[src/rtl/chained_range_translation_top_defines.svh]
// Assertion macros for the chained range translation block.
`ifndef CHAINED_RANGE_TRANSLATION_TOP_DEFINES_SVH
`define CHAINED_RANGE_TRANSLATION_TOP_DEFINES_SVH

// Same-cycle implication, sampled on clk_i, off while rst_ni is low.
`define CRT_ASSERT_IMP(label, ante, cons, msg) \
  label: assert property (@(posedge clk_i) disable iff (!rst_ni) (ante) |-> (cons)) \
    else $error(msg);

// Next-cycle implication, sampled on clk_i, off while rst_ni is low.
`define CRT_ASSERT_NXT(label, ante, cons, msg) \
  label: assert property (@(posedge clk_i) disable iff (!rst_ni) (ante) |=> (cons)) \
    else $error(msg);

`endif

[src/rtl/crt_ram.sv]
// Generic single-port RAM with registered read data.
module crt_ram #(
  parameter int unsigned WIDTH = 8,
  parameter int unsigned DEPTH = 16,
  localparam int unsigned AW = (DEPTH > 1) ? $clog2(DEPTH) : 1
) (
  input  logic             clk_i,
  input  logic             we_i,
  input  logic [AW-1:0]    addr_i,
  input  logic [WIDTH-1:0] wdata_i,
  output logic [WIDTH-1:0] rdata_o
);

  logic [WIDTH-1:0] mem_q [DEPTH];
  logic [WIDTH-1:0] rdata_q;

  always_ff @(posedge clk_i) begin
    if (we_i) begin
      mem_q[addr_i] <= wdata_i;
    end
    rdata_q <= mem_q[addr_i];
  end

  assign rdata_o = rdata_q;

endmodule

[config.mk]
export PLATFORM = sky130hd
export DESIGN_NAME = crt_ram
export DESIGN_NICKNAME = d
export VERILOG_FILES = /design/src/rtl/chained_range_translation_top_defines.svh /design/src/rtl/crt_ram.sv
export SDC_FILE = /design/constraint.sdc
export NUM_CORES = 1
export LEC_CHECK = 0
export ABC_AREA = 1
export BUFFER_PORTS_ARGS = -buffer_cell sky130_fd_sc_hd__buf_2
export CAP_MARGIN = 30
export CORE_AREA = 2 2 96 98
export CTS_CLUSTER_SIZE = 24
export DETAILED_ROUTE_END_ITERATION = 10
export DIE_AREA = 0 0 98 100
export PLACE_DENSITY = 0.82
export SETUP_SLACK_MARGIN = 0.2
export SYNTH_ARGS = -nofsm -noshare
export SYNTH_HDL_FRONTEND = slang
export SYNTH_SLANG_ARGS = --single-unit
[constraint.sdc]
create_clock -name clk_i -period 5.2 [get_ports clk_i]
set_clock_uncertainty 0.15 [all_clocks]
set_input_delay 0.52 -clock clk_i [delete_from_list [all_inputs] [get_ports clk_i]]
set_output_delay 0.52 -clock clk_i [all_outputs]
set_load 0.03 [all_outputs]
==> run metrics, run 1 <==
sequential fraction of design power 47.9%; number of port buffers 21; Area Growth Syn to Fin 12.9%; total routing resource utilization after global routing 25.5%; number of different library cells in the post-synthesis netlist 11; # diodes 0; number of pins with negative max-slew slack in the final report 0; cells taking the most area after synthesis sky130_fd_sc_hd__edfxtp_1 69%, sky130_fd_sc_hd__nand2_1 23%, sky130_fd_sc_hd__dfxtp_1 2.9%, sky130_fd_sc_hd__inv_1 1.4%, sky130_fd_sc_hd__nor2_1 1.2%; minimum clock period after layout 2.68 ns; crit path max-delay cell type sky130_fd_sc_hd__clkinv_1; violation count after the first detailed-route iteration approximately 340; setup violation total in the final timing report 0; global placer's final weighted congestion about 0.89; cell chosen for the clock root sky130_fd_sc_hd__clkbuf_8; Yosys reg bits 136; share of flip-flops with an asynchronous set or reset 0%; number of enable-type register cells in the synthesized netlist approximately 130; Sw Share a little over a fifth; number of antenna violations at the first check in global routing 0; largest net degree at the start of global routing 57; Hold Fails Final Rpt 0; number of CTS-inserted buffers 17; count of boundary I/O pins 22; Hold/Removal Path Class primary input to register; launch instance of the worst min-delay path wdata_i[7]; Core Footprint 8890 um2; fraction of layout cells with a size suffix above 1 under 10%; endpoint kind of the worst setup timing path register; Crit Path Category primary input to register; number of global-route vias before repair about 3700; Static Leak ~2.7 nW; detailed-route DRC error count 0; required time of the critical path approximately 5.3 ns; Clock Pin Slew Worst Setup and Hold Paths 0.06 ns; Hold-fix buffers, CTS 0; Cell Chain, Critical Path buf_2 -> clkinv_1 -> nand3_1 -> nor2_1; length of the first detailed-routing pass in iterations 5; post-route fraction of the period consumed by the critical path roughly half; worst skew pair latency around 0.52 ns; kind of launch point of the worst setup path primary input; top cell types by occurrence after synthesis 346 x sky130_fd_sc_hd__nand2_1, 128 x sky130_fd_sc_hd__edfxtp_1, 21 x sky130_fd_sc_hd__inv_1; number of nets still failing antenna checks after routing 0; Via-to-Cell Ratio about 5.5; fraction of power consumed by the clock network between 40 and 50%; nets in the synthesized netlist ~560; largest buffer count on any clock path 2; Num Clock Sinks 136; average routed wire per standard cell roughly 17 um; synthesized instance count between 500 and 600; dominant cell type by area after synthesis sky130_fd_sc_hd__edfxtp_1; FILL cells between 500 and 600; unrepaired setup endpoints after global routing false; number of warnings reported in the yosys synthesis log 0; most used standard cell by instance count after synthesis sky130_fd_sc_hd__nand2_1; clock tree from TritonCTS done; arrival time at the worst endpoint around 2.8 ns; post-CTS setup-driven buffer insertion count 0; category of cells accounting for the largest share of critical-path delay buffers and inverters; maximum fanout along the worst path 35; first-pass GRT wire length roughly 18000 um; Die Span Y around 100 um; areal power density over the cells a little over 400 nW/um2; sw power ~0.54 mW; Comb power frac ~6%; maximum VDD drop approximately 0.26 mV; number of nets at the end of the flow between 500 and 600; Max Freq 372 MHz; die width 98 um; share of the synthesized area in the top cell type between 60% and 70%; run status finished clean; total buffers and inverters traversed by the critical path 2; DP Wirelength 6770 um; total gr overflow 0; flip-flop and latch area 4000 um2; post_cts resized 0; setup tns final 0 ns; post-synthesis average cell area about 10 um2; first element of the critical path addr_i[1]; portion of the post-synthesis area used by sequential elements between 70% and 80%; tightest slew margin relative to the limit between 40% and 50%; die area 9800 um2; post-synthesis cell area ~5600 um2; initial cell density of the core a little over three fifths; number of maximum-capacitance violations 0; highest cell delay on the worst timing path roughly 0.90 ns; footprint of the multi-input gates ~1400 um2; final standard cell area without fillers 6320 um2; area after detailed placement 5740 um2; cell-internal power 2.03 mW; Synth Flop Type sky130_fd_sc_hd__edfxtp_1; wire length after detailed routing about 12000 um; total number of placement rows 35; slew at the pin closest to its max-slew limit 0.886 ns; vias post-DR 3772; Critical R2R Launch mem_q[1][2]; Clock H-tree levels 4
[final cells by class]
type | count | area share, %
flip-flops and latches | 136 | 63.4
inverters | 23 | 1.37
clock inverters | 9 | 2.40
clock buffers | 21 | 6.79
repair buffers | 23 | 1.90
multi-input cells | 368 | 21.9
well taps | 111 | 2.20
[power groups by stage]
| stage | sequential, mW | combinational (mW) | clock, mW |
|---|---|---|---|
| after global placement | 1.25 | 0.148 | 0 |
| after CTS | 1.23 | 0.154 | 1.20 |
| after detailed placement | 1.25 | 0.151 | 0 |
| after global routing | 1.23 | 0.172 | 1.24 |
| final | 1.23 | 0.155 | 1.19 |
| after floorplan | 1.27 | 0.0845 | 0 |
[sequential cells by signal, indices dropped and copies added, names as in the netlist]
signal   count
mem_q      128
rdata_o      8
[path summary, 6_finish.rpt]
path / endpoint / slack, ns / depth (start not counted)
setup / recovery: mem_q[13][2] / 2.52 / 4
hold reg to reg: rdata_o[0] / 0.57 / 8
setup reg to reg: rdata_o[2] / 3.96 / 8
hold / removal: mem_q[3][7] / 0.28 / 1
[metal layers]
| metal | global-route usage (%) | routed length [um] |
|---|---|---|
| met5 | 0 | 0 |
| met4 | 13.1 | 432 |
| met3 | 7.03 | 843 |
| met2 | 41.9 | 5770 |
| met1 | 31.4 | 4560 |
[cell usage in the layout, fill, tap and decap left out, drive strengths merged]
| cell type | count |
|---|---|
| clkbuf | 21 |
| nor2 | 18 |
| clkinv | 5 |
| bufinv | 4 |
| dfxtp | 8 |
| inv | 22 |
| nand2 | 346 |
| edfxtp | 128 |
| buf | 23 |
| clkinvlp | 1 |
| nand3 | 4 |
[logic make-up after synthesis]
kind of cell  count (synthesis)  share of synthesized area [%]
flops                       136                           71.6
buf+inv                      44                           3.62
simple gates                368                           24.8
[stage by stage]
| step | std cells | util (%) | power, mW | worst slack (ns) | hold slack (ns) |
|---|---|---|---|---|---|
| finish | 691 | 71.0 | 2.58 | 2.52 | 0.280 |
| global route | 691 | 71.0 | 2.65 | 2.35 | 0.269 |
| CTS | 691 | 71.0 | 2.58 | 2.61 | 0.264 |
| detailed placement | 661 | 64.5 | 1.41 | 2.10 | 0.549 |
| global placement | 661 | 64.5 | 1.40 | 2.20 | 0.532 |
| floorplan | 548 | - | 1.35 | 3.15 | 0.469 |
Note: power is estimated with default switching activity, not from simulation.
==> run 2, diff against run 1 <==
--- a/config.mk
+++ b/config.mk
@@ -8,11 +8,11 @@
 export ABC_AREA = 1
 export BUFFER_PORTS_ARGS = -buffer_cell sky130_fd_sc_hd__buf_2
 export CAP_MARGIN = 30
-export CORE_AREA = 2 2 96 98
+export CORE_AREA = 2 2 104 106
 export CTS_CLUSTER_SIZE = 24
 export DETAILED_ROUTE_END_ITERATION = 10
-export DIE_AREA = 0 0 98 100
-export PLACE_DENSITY = 0.82
+export DIE_AREA = 0 0 106 108
+export PLACE_DENSITY = 0.74
 export SETUP_SLACK_MARGIN = 0.2
 export SYNTH_ARGS = -nofsm -noshare
 export SYNTH_HDL_FRONTEND = slang
==> constraint.sdc (replaced) <==
create_clock -name clk_i -period 2.4 [get_ports clk_i]
set_clock_uncertainty 0.15 [all_clocks]
set_input_delay 0.24 -clock clk_i [delete_from_list [all_inputs] [get_ports clk_i]]
set_output_delay 0.24 -clock clk_i [all_outputs]
set_load 0.03 [all_outputs]
==> run metrics, run 2 (synthesized netlist as in run 1, its figures left out) <==
number of nets at the end of the flow 609 (was 583); arrival time at the worst endpoint 1.56 ns (was 2.75 ns); Max Freq around 650 MHz; Hold Fails Final Rpt 0 (unchanged); tightest slew margin relative to the limit 50.1% (was 40.5%); footprint of the multi-input gates 1390 um2 (unchanged); DP Wirelength 7190 um (was 6770 um); FILL cells 797 (was 598); fraction of layout cells with a size suffix above 1 11.7% (was 8.62%); Hold-fix buffers, CTS 7 (was 0); maximum fanout along the worst path 22 (was 35); worst skew pair latency 0.53 ns (was 0.52 ns); most common library cell in the layout ignoring fill and taps sky130_fd_sc_hd__nand2_1 (unchanged); cell chosen for the clock root sky130_fd_sc_hd__clkbuf_8 (unchanged); kind of launch point of the worst setup path primary input (unchanged); number of antenna violations at the first check in global routing 0 (unchanged); number of flip-flops in the largest register 128 (unchanged); Clock H-tree levels 4 (unchanged); wire length after detailed routing 11900 um (was 11600 um); maximum VDD drop 0.572 mV (was 0.261 mV); crit path max-delay cell type sky130_fd_sc_hd__nor2_1 (was sky130_fd_sc_hd__clkinv_1); number of maximum-capacitance violations 0 (unchanged); Num Clock Sinks 136 (unchanged); minimum clock period after layout 1.55 ns; count of boundary I/O pins 22 (unchanged); first-pass GRT wire length 18600 um (was 18200 um); leading cell types in the layout, fill and taps excluded 346 x sky130_fd_sc_hd__nand2_1, 128 x sky130_fd_sc_hd__edfxtp_1, 21 x sky130_fd_sc_hd__inv_1, 21 x sky130_fd_sc_hd__buf_2, 21 x sky130_fd_sc_hd__buf_4 (was 346 x sky130_fd_sc_hd__nand2_1, 128 x sky130_fd_sc_hd__edfxtp_1, 21 x sky130_fd_sc_hd__inv_1, 21 x sky130_fd_sc_hd__buf_2, 18 x sky130_fd_sc_hd__nor2_1); Via-to-Cell Ratio 5.10 (was 5.46); die area 11400 um2 (was 9800 um2); number of port buffers 21 (unchanged); Core Footprint 10200 um2 (was 8890 um2); average routed wire per standard cell 16.0 um (was 16.8 um); placed cells 705 (was 661); number of CTS-inserted buffers 17 (unchanged); count of placed standard cells in the final layout, fillers left out 744 (was 691); largest buffer count on any clock path 2 (unchanged); Crit Path Category primary input to register (unchanged); setup tns final 0 ns (unchanged); total number of placement rows 37 (was 35); violation count after the first detailed-route iteration 330 (was 344); setup violation total in the final timing report 0 (unchanged); number of global-route vias before repair 3600 (was 3744); number of pins with negative max-slew slack in the final report 0 (unchanged); post-CTS setup-driven buffer insertion count 0 (unchanged); Clock Pin Slew Worst Setup and Hold Paths 0.06 ns (about the same); initial cell density of the core 54.7% (was 62.9%); unrepaired setup endpoints after global routing false (unchanged); vias post-DR 3794 (was 3772); endpoint kind of the worst setup timing path register (unchanged); largest net degree at the start of global routing 47 (was 57); largest register by flop count mem_q (unchanged); required time of the critical path 2.41 ns (was 5.27 ns); flip-flop and latch area 4000 um2 (unchanged); Area Growth Syn to Fin 16.9% (was 12.9%); areal power density over the cells 834 nW/um2 (was 408 nW/um2); post-route fraction of the period consumed by the critical path between 60 and 70%; highest cell delay on the worst timing path 0.65 ns (was 0.90 ns); # diodes 0 (unchanged); clock tree from TritonCTS done (unchanged); detailed-route DRC error count 0 (unchanged); total gr overflow 0 (unchanged); Die Span Y 108 um (was 100 um); Cell Chain, Critical Path buf_2 -> nand3_1 -> nor2_1 (was buf_2 -> clkinv_1 -> nand3_1 -> nor2_1); total routing resource utilization after global routing 22.7% (was 25.5%); run status finished clean (unchanged); die width 106 um (was 98 um); Static Leak 2.84 nW (was 2.72 nW); global placer's final weighted congestion 0.834 (was 0.888); Hold/Removal Path Class primary input to register (unchanged); length of the first detailed-routing pass in iterations 5 (unchanged); slew at the pin closest to its max-slew limit 0.746 ns (was 0.886 ns); number of nets still failing antenna checks after routing 0 (unchanged); post_cts resized 0 (unchanged)
run 2: power breakdown:
part	leakage, nW	total [mW]	internal [mW]	switching [mW]
clock network	0.272	2.42	1.52	0.902
registers	1.22	2.67	2.66	0.0149
logic	1.34	0.354	0.0982	0.255
total	2.84	5.45	4.28	1.17
run 2: worst paths after layout:
path	slack [ns]	cells after the start	startpoint	end
hold reg to reg	0.55	8	mem_q[8][1]	rdata_o[1]
setup reg to reg	1.21	8	mem_q[5][4]	rdata_o[4]
hold / removal	0.007	1	wdata_i[1]	mem_q[3][1]
setup / recovery	0.85	3	addr_i[0]	mem_q[5][7]
run 2: stage by stage:
step | util (%) | power, mW | setup WS [ns] | cell area [um2] | hold WS, ns
6_report | 63.9 | 5.45 | 0.850 | 6540 | 0.00715
3_3_place_gp | 57.8 | 3.05 | 0.486 | 5910 | 0.507
2_1_floorplan | - | 2.93 | 0.633 | 5590 | 0.189
5_1_grt | 63.9 | 5.62 | 0.784 | 6540 | 0.00432
4_1_cts | 63.9 | 5.47 | 0.882 | 6540 | 0.00247
3_5_place_dp | 57.8 | 3.06 | 0.359 | 5910 | 0.508
run 2: routing by layer:
metal	GRT usage [%]	wire [um]	up-vias
met1	29.7	4870	1749
met4	11.2	345	0
li1	-	-	1845
met5	0	0	-
met2	35.5	5650	176
met3	5.91	1030	24
run 2: area by class of cell:
cell class | count | area share [%]
Clock inverter | 9 | 1.53
Clock buffer | 23 | 6.99
Timing Repair Buffer | 49 | 5.09
Inverter | 23 | 1.32
Tap cell | 136 | 2.60
Multi-Input combinational cell | 368 | 21.2
Sequential cell | 136 | 61.3
run 2: worst max-delay path, delay by kind of cell:
family | cells | cell delay (ns)
buffers and inverters | 1 | 0.36
and+or+nand+nor | 2 | 0.93
