==> src/rtl/chained_range_translation_top_defines.svh <==
// Assertion macros for the chained range translation block.
`ifndef CHAINED_RANGE_TRANSLATION_TOP_DEFINES_SVH
`define CHAINED_RANGE_TRANSLATION_TOP_DEFINES_SVH

// Same-cycle implication, sampled on clk_i, off while rst_ni is low.
`define CRT_ASSERT_IMP(label, ante, cons, msg) \
  label: assert property (@(posedge clk_i) disable iff (!rst_ni) (ante) |-> (cons)) \
    else $error(msg);

// Next-cycle implication, sampled on clk_i, off while rst_ni is low.
`define CRT_ASSERT_NXT(label, ante, cons, msg) \
  label: assert property (@(posedge clk_i) disable iff (!rst_ni) (ante) |=> (cons)) \
    else $error(msg);

`endif

==> src/rtl/crt_pkg.sv <==
// Types and constants shared by the chained range translation block.
package crt_pkg;

  localparam int unsigned DATA_W  = 64;
  localparam int unsigned ENTRY_W = 3 * DATA_W;
  localparam int unsigned CFG_W   = 4;
  localparam int unsigned LIM_W   = 5;

  typedef enum logic [1:0] {
    ACT_CLEAR     = 2'd0,
    ACT_LOAD      = 2'd1,
    ACT_TRANSLATE = 2'd2
  } crt_action_e;

  typedef enum logic [2:0] {
    ST_IDLE,
    ST_SETUP,
    ST_SCAN,
    ST_APPLY,
    ST_NEXT,
    ST_DONE
  } crt_state_e;

  typedef struct packed {
    logic [1:0]        action;
    logic [2:0]        stage_index;
    logic [DATA_W-1:0] source_start;
    logic [DATA_W-1:0] dest_start;
    logic [DATA_W-1:0] span_length;
    logic [DATA_W-1:0] key_value;
  } in_word_t;

  typedef struct packed {
    logic [DATA_W-1:0] translated_value;
    logic [DATA_W-1:0] running_minimum;
    logic              table_full;
  } out_word_t;

  typedef struct packed {
    logic              valid;
    logic              clear;
    logic              translate;
    logic              overflow;
    logic [DATA_W-1:0] value;
  } crt_event_t;

endpackage

==> src/rtl/crt_seq.sv <==
// Sequencer: table loads, stage counts and the entry scan for translation.
`include "chained_range_translation_top_defines.svh"

module crt_seq #(
  parameter int unsigned STAGE_COUNT       = 8,
  parameter int unsigned ENTRIES_PER_STAGE = 64,
  localparam int unsigned DEPTH = STAGE_COUNT * ENTRIES_PER_STAGE,
  localparam int unsigned AW    = (DEPTH > 1) ? $clog2(DEPTH) : 1
) (
  input  logic                          clk_i,
  input  logic                          rst_ni,
  input  logic                          start_i,
  input  crt_pkg::in_word_t             in_word_i,
  input  logic [crt_pkg::CFG_W-1:0]     stages_i,
  output logic                          busy_o,
  output crt_pkg::crt_event_t           ev_o,
  output logic                          ram_we_o,
  output logic [AW-1:0]                 ram_addr_o,
  output logic [crt_pkg::ENTRY_W-1:0]   ram_wdata_o,
  input  logic [crt_pkg::ENTRY_W-1:0]   ram_rdata_i
);
  import crt_pkg::*;

  localparam int unsigned SW = (STAGE_COUNT > 1) ? $clog2(STAGE_COUNT) : 1;
  localparam int unsigned CW = $clog2(ENTRIES_PER_STAGE + 1);

  crt_state_e state_q, state_d;
  logic [SW-1:0]     stage_q, stage_d;
  logic [CW-1:0]     idx_q, idx_d;
  logic [CW-1:0]     cnt_q, cnt_d;
  logic              rd_vld_q, rd_vld_d;
  logic [CW-1:0]     counts_q [STAGE_COUNT];
  logic [CW-1:0]     counts_d [STAGE_COUNT];
  logic [DATA_W-1:0] key_q, key_d;
  logic [DATA_W-1:0] diff_q, diff_d;
  logic [DATA_W-1:0] dst_q, dst_d;

  crt_action_e       act;
  logic [LIM_W-1:0]  lim;
  logic              last_stage;
  logic              in_range;
  logic [SW-1:0]     ld_stage;
  logic [SW-1:0]     cnt_sel;
  logic [CW-1:0]     cnt_rd;
  logic              full;
  logic [DATA_W-1:0] e_src, e_dst, e_len;
  logic [DATA_W:0]   sub;
  logic              hit_now;
  logic              issue;
  logic [AW-1:0]     ld_addr, scan_addr;

  assign act        = crt_action_e'(in_word_i.action);
  assign lim        = (LIM_W'(stages_i) > LIM_W'(STAGE_COUNT)) ?
                      LIM_W'(STAGE_COUNT) : LIM_W'(stages_i);
  assign last_stage = (LIM_W'(stage_q) + LIM_W'(1)) >= lim;
  assign in_range   = LIM_W'(in_word_i.stage_index) < LIM_W'(STAGE_COUNT);
  assign ld_stage   = SW'(in_word_i.stage_index);
  assign cnt_sel    = (state_q == ST_IDLE) ? ld_stage : stage_q;
  assign cnt_rd     = counts_q[cnt_sel];
  assign full       = cnt_rd >= CW'(ENTRIES_PER_STAGE);

  assign {e_src, e_dst, e_len} = ram_rdata_i;
  assign sub     = {1'b0, key_q} - {1'b0, e_src};
  assign hit_now = rd_vld_q && !sub[DATA_W] && (sub[DATA_W-1:0] < e_len);
  assign issue   = (idx_q < cnt_q) && !hit_now;

  assign ld_addr   = AW'(AW'(ld_stage) * AW'(ENTRIES_PER_STAGE)) + AW'(cnt_rd);
  assign scan_addr = AW'(AW'(stage_q) * AW'(ENTRIES_PER_STAGE)) + AW'(idx_q);

  assign busy_o      = state_q != ST_IDLE;
  assign ram_addr_o  = (state_q == ST_IDLE) ? ld_addr : scan_addr;
  assign ram_wdata_o = {in_word_i.source_start, in_word_i.dest_start,
                        in_word_i.span_length};

  always_comb begin
    state_d = state_q;
    unique case (state_q)
      ST_IDLE: begin
        if (start_i && act == ACT_TRANSLATE) begin
          state_d = (lim == '0) ? ST_DONE : ST_SETUP;
        end
      end
      ST_SETUP: state_d = ST_SCAN;
      ST_SCAN: begin
        if (hit_now) begin
          state_d = ST_APPLY;
        end else if (!issue && !rd_vld_q) begin
          state_d = ST_NEXT;
        end
      end
      ST_APPLY: state_d = ST_NEXT;
      ST_NEXT:  state_d = last_stage ? ST_DONE : ST_SETUP;
      ST_DONE:  state_d = ST_IDLE;
      default:  state_d = ST_IDLE;
    endcase
  end

  always_comb begin
    stage_d  = stage_q;
    idx_d    = idx_q;
    cnt_d    = cnt_q;
    rd_vld_d = 1'b0;
    counts_d = counts_q;
    key_d    = key_q;
    diff_d   = diff_q;
    dst_d    = dst_q;
    ram_we_o = 1'b0;
    ev_o     = '0;
    unique case (state_q)
      ST_IDLE: begin
        stage_d = '0;
        if (start_i) begin
          case (act)
            ACT_CLEAR: begin
              ev_o.clear = 1'b1;
              for (int s = 0; s < STAGE_COUNT; s++) begin
                counts_d[s] = '0;
              end
            end
            ACT_LOAD: begin
              ev_o.valid = 1'b1;
              if (in_range) begin
                if (full) begin
                  ev_o.overflow = 1'b1;
                end else begin
                  ram_we_o           = 1'b1;
                  counts_d[ld_stage] = cnt_rd + CW'(1);
                end
              end
            end
            ACT_TRANSLATE: key_d = in_word_i.key_value;
            default: ;
          endcase
        end
      end
      ST_SETUP: begin
        cnt_d = cnt_rd;
        idx_d = '0;
      end
      ST_SCAN: begin
        rd_vld_d = issue;
        if (issue) begin
          idx_d = idx_q + CW'(1);
        end
        if (hit_now) begin
          diff_d = sub[DATA_W-1:0];
          dst_d  = e_dst;
        end
      end
      ST_APPLY: key_d = dst_q + diff_q;
      ST_NEXT: begin
        if (!last_stage) begin
          stage_d = stage_q + SW'(1);
        end
      end
      ST_DONE: begin
        ev_o.valid     = 1'b1;
        ev_o.translate = 1'b1;
        ev_o.value     = key_q;
      end
      default: ;
    endcase
  end

  always_ff @(posedge clk_i or negedge rst_ni) begin
    if (!rst_ni) begin
      state_q  <= ST_IDLE;
      stage_q  <= '0;
      idx_q    <= '0;
      cnt_q    <= '0;
      rd_vld_q <= 1'b0;
      for (int s = 0; s < STAGE_COUNT; s++) begin
        counts_q[s] <= '0;
      end
    end else begin
      state_q  <= state_d;
      stage_q  <= stage_d;
      idx_q    <= idx_d;
      cnt_q    <= cnt_d;
      rd_vld_q <= rd_vld_d;
      counts_q <= counts_d;
    end
  end

  always_ff @(posedge clk_i) begin
    key_q  <= key_d;
    diff_q <= diff_d;
    dst_q  <= dst_d;
  end

  `CRT_ASSERT_IMP(a_rd_only_in_scan, rd_vld_q, state_q == ST_SCAN, "read pending outside scan")
  `CRT_ASSERT_IMP(a_idx_bound, state_q == ST_SCAN, idx_q <= cnt_q, "scan index past stage count")
  `CRT_ASSERT_IMP(a_write_idle, ram_we_o, !busy_o && start_i, "table write while busy")
  `CRT_ASSERT_NXT(a_done_idle, ev_o.valid && ev_o.translate, state_q == ST_IDLE, "no idle after result")

endmodule
==> config.mk <==
export PLATFORM = sky130hd
export DESIGN_NAME = crt_seq
export DESIGN_NICKNAME = d
export VERILOG_FILES = /design/src/rtl/crt_pkg.sv /design/src/rtl/crt_seq.sv
export VERILOG_INCLUDE_DIRS = /design/src /design/src/rtl
export SDC_FILE = /design/constraint.sdc
export NUM_CORES = 1
export LEC_CHECK = 0
export BUFFER_PORTS_ARGS = -buffer_cell sky130_fd_sc_hd__buf_2
export CORE_AREA = 2 2 282 284
export CTS_BUF_LIST = sky130_fd_sc_hd__clkbuf_4
export CTS_CLUSTER_DIAMETER = 150
export CTS_CLUSTER_SIZE = 14
export DETAILED_ROUTE_END_ITERATION = 12
export DIE_AREA = 0 0 284 286
export PLACE_DENSITY = 0.52
export SLEW_MARGIN = 20
export SYNTH_ARGS = -nofsm -noshare
export SYNTH_HDL_FRONTEND = slang
export SYNTH_SLANG_ARGS = --single-unit
==> constraint.sdc <==
create_clock -name clk_i -period 20.9 [get_ports clk_i]
set_clock_uncertainty 0.05 [all_clocks]
set_input_delay 1.045 -clock clk_i [delete_from_list [all_inputs] [get_ports clk_i]]
set_output_delay 1.045 -clock clk_i [all_outputs]
set_load 0.1 [all_outputs]
==> flow_summary.yaml <==
cells_and_area:
  drive_above_1_share_pct: 18.4
  final_core_util_pct: 30.1
  multiInputGateArea_mm2: 0.0118
  num-fill-cells: 8460
  syn_to_final_growth_pct: 7.58
  finalNetCount: 3156
  seq_area_mm2: 0.00769
detailed_routing:
  firstDrtPassIters: 5
  wirelength_um: 78000
  drt_iter0_drc: 1262
  routedWlPerCell_um: 21.9
  viasPerCell: 5.08
  ant_nets: 0
  drc_errors: 0
  num_vias: 18100
setup_path:
  required_ns: 21.33
  crit_type: "reg -> reg"
  cp_slowest_cell: "nor4b_1"
  start_kind: "register"
  critPathCaptureType: "register"
  cpPeakStageDelay_ns: 0.99
  r2r_slack_ns: 13.37
  arrival_ns: 7.95
  cp_max_fo: 128
sta:
  slew_headroom_pct: 23.6
  max_freq_mhz: 133
  layout_min_cycle_time_ns: 7.53
  final_max_slew_viol_count: 0
  rsz0062_at_grt: "no"
  post-route-period-util_pct: 36.0
  tightest_slew_ns: 1.13
  hold_viol: 0
  setup_tns_ns: 0
  setup_viol: 0
clock_network:
  clockBufferDepth: 3
  postCtsSetupRepairBufs: 0
  cts_root_buf: "clkbuf_4"
  cts.hold.buffers_added: 0
  cts_resized: 0
  cts_made_buffers: 23
  cts_tree: "built"
  cts.reportedPaths.clkPinSlew_ns: 0.17
  clock_latency_ns: 0.83
  cts.htree.levels: 1
  clock-sinks: 269
floorplanning:
  rows: 103
  start_util_pct: 28.0
  die_w_um: 284
  num_io_pins: 731
  dieHeight_um: 286
  core_area_mm2: 0.0784
  die-area_mm2: 0.0812
run:
  drv_cap: 0
place:
  hpwl_um: 62700
  gp_congestion: 0.915
  io_buffers: 346
worst_hold_path:
  hold_path.class: "in -> async"
run_status:
  status: "finished, final reports clean"
grt:
  overflow: 0
  grt_pass1_vias: 17800
  grt_pass1_wl_um: 113000
  grt_util_all_layers_pct: 18.4
  antenna_found_initial: 13
  grt_max_degree: 129
power:
  power_density_mw_per_mm2: 78.3
  p_leak_nw: 10.8
  ir_drop_mv: 0.0843
synth:
  yosysUniqueCellTypes: 92
  synth_top_area_cell: "edfxtp_1"
  synth_seq_cells: 269
  yosysWarnings: 0
  synth_edf_count: 192
  ys.flop_type: "edfxtp_1"
  avgSynthCellArea_um2: 9.21
  ys_seq_area_share_pct: 35.0
  synthTopCellsByArea: "edfxtp_1 (26%), ha_1 (12%), dfrtp_1 (8.8%)"
  yosysTopAreaCellShare_pct: 26.3
  synth_area_mm2: 0.0219
  async_reset_ff_share_pct: 28.6
  syn_nets: 3054
  synthCells: 2384
-- critical path, delay by kind of cell (launching register included) --
| kind | cells | cell delay, ns |
|---|---|---|
| simple gates | 6 | 1.92 |
| fa+ha+maj | 3 | 0.76 |
| buf+inv | 3 | 0.45 |
| flops | 1 | 0.36 |
| compound gates | 12 | 3.45 |
| xor+xnor | 1 | 0.12 |
-- final timing paths --
kind | start | to | depth (start not counted)
setup / recovery | key_q[0] | diff_q[40] | 25
hold / removal | rst_ni | counts_q[42] | 2
setup reg to reg | key_q[0] | diff_q[40] | 25
hold reg to reg | counts_q[20] | counts_q[20] | 2
max in group asynchronous | rst_ni | counts_q[33] | 3
min in group clk_i | ram_rdata_i[69] | dst_q[5] | 1
-- stage by stage --
step	hold WS (ns)	total power [mW]	cells	setup WS [ns]	instance area (µm²)
final	0.233	1.85	3554	13.37	23600
after global routing	0.195	1.98	3553	13.02	23600
after CTS	0.201	1.87	3550	13.38	23600
after detailed placement	0.415	1.56	3510	12.66	23300
after global placement	0.405	1.57	3510	12.79	23300
after floorplan	0.392	1.50	2384	10.02	21900
-- layout make-up --
cell class / instances / area share, %
inverter: 172 / 2.73
clock buffer: 38 / 1.21
clock inverter: 2 / 0.164
tap: 1050 / 5.56
timing repair buffer: 354 / 7.69
multi-input combinational: 1666 / 50.0
sequential: 269 / 32.6
antenna: 3 / 0.0318
-- cells in the mapped netlist, types with 6 or more instances --
cell,n
nand2_1,234
ha_1,208
buf_4,193
edfxtp_1,192
o21ai_0,181
a21oi_1,176
inv_1,171
nor2_1,104
a21o_1,92
xnor2_1,78
dfrtp_1,77
clkbuf_1,72
and2_1,70
nand4_1,52
xor2_1,42
nor3_1,28
o21bai_1,28
nand3_1,25
a31oi_1,22
and3_1,22
a211oi_1,19
nor2b_1,18
a22o_1,17
nand2b_1,17
o21a_1,17
o211ai_1,16
o31ai_1,13
mux4_1,10
or2_2,10
a32o_1,8
o21ai_4,8
a221oi_1,7
mux2i_1,7
a211o_1,6
a31o_2,6
o31a_1,6
or3_1,6
-- per-layer routing --
metal	GRT usage, %	share of wire (%)	up-vias	routed length [µm]
met4	4.88	2.6	8	2010
met1	24.4	44	8564	34000
met5	0.523	0.13	-	104
met2	29.4	45	791	35000
li1	-	-	8582	-
met3	5.17	8.8	114	6830
-- power by group --
part / total (mW) / switching (mW) / internal (mW)
Sequential: 0.698 / 0.0475 / 0.650
Combinational: 0.859 / 0.574 / 0.285
Clock: 0.292 / 0.198 / 0.0943
-- cells by family after synthesis --
group | Yosys count | share of synthesized area [%]
compound gates | 675 | 19.9
fa+ha+maj | 210 | 12.0
xor+xnor | 121 | 4.86
simple gates | 631 | 14.3
flops | 269 | 35.0
mux | 29 | 2.46
buf+inv | 449 | 11.3
-- state kept, by name, summed over array words and instances (netlist names) --
signal,flops
stage_q,3
key_q,64
idx_q,7
rd_vld_q,1
state_q,3
cnt_q,7
diff_q,64
counts_q,56
dst_q,64
-- placed cells by master (no fill, tap or decap), types with 7 or more instances in the layout --
cell type,Yosys,final
mux2i_1,7,7
nand2b_1,17,17
ha_1,208,208
a32o_1,8,8
o21ai_4,8,9
nor2b_1,18,18
mux4_1,10,10
nor2_1,104,101
a21o_1,92,92
a211oi_1,19,19
and2_1,70,70
or2_2,10,10
o21bai_1,28,28
xnor2_1,78,78
a31oi_1,22,22
o21a_1,17,17
nor3_1,28,28
buf_2,4,346
a21oi_1,176,176
and3_1,22,22
xor2_1,42,42
edfxtp_1,192,192
nand2_1,234,233
nand3_1,25,25
nand4_1,52,52
a22o_1,17,17
dfrtp_1,77,77
o211ai_1,16,16
inv_1,171,171
clkbuf_4,0,38
o21ai_0,181,180
a221oi_1,7,7
o31ai_1,13,13
Power figures use the tool's default switching activity.
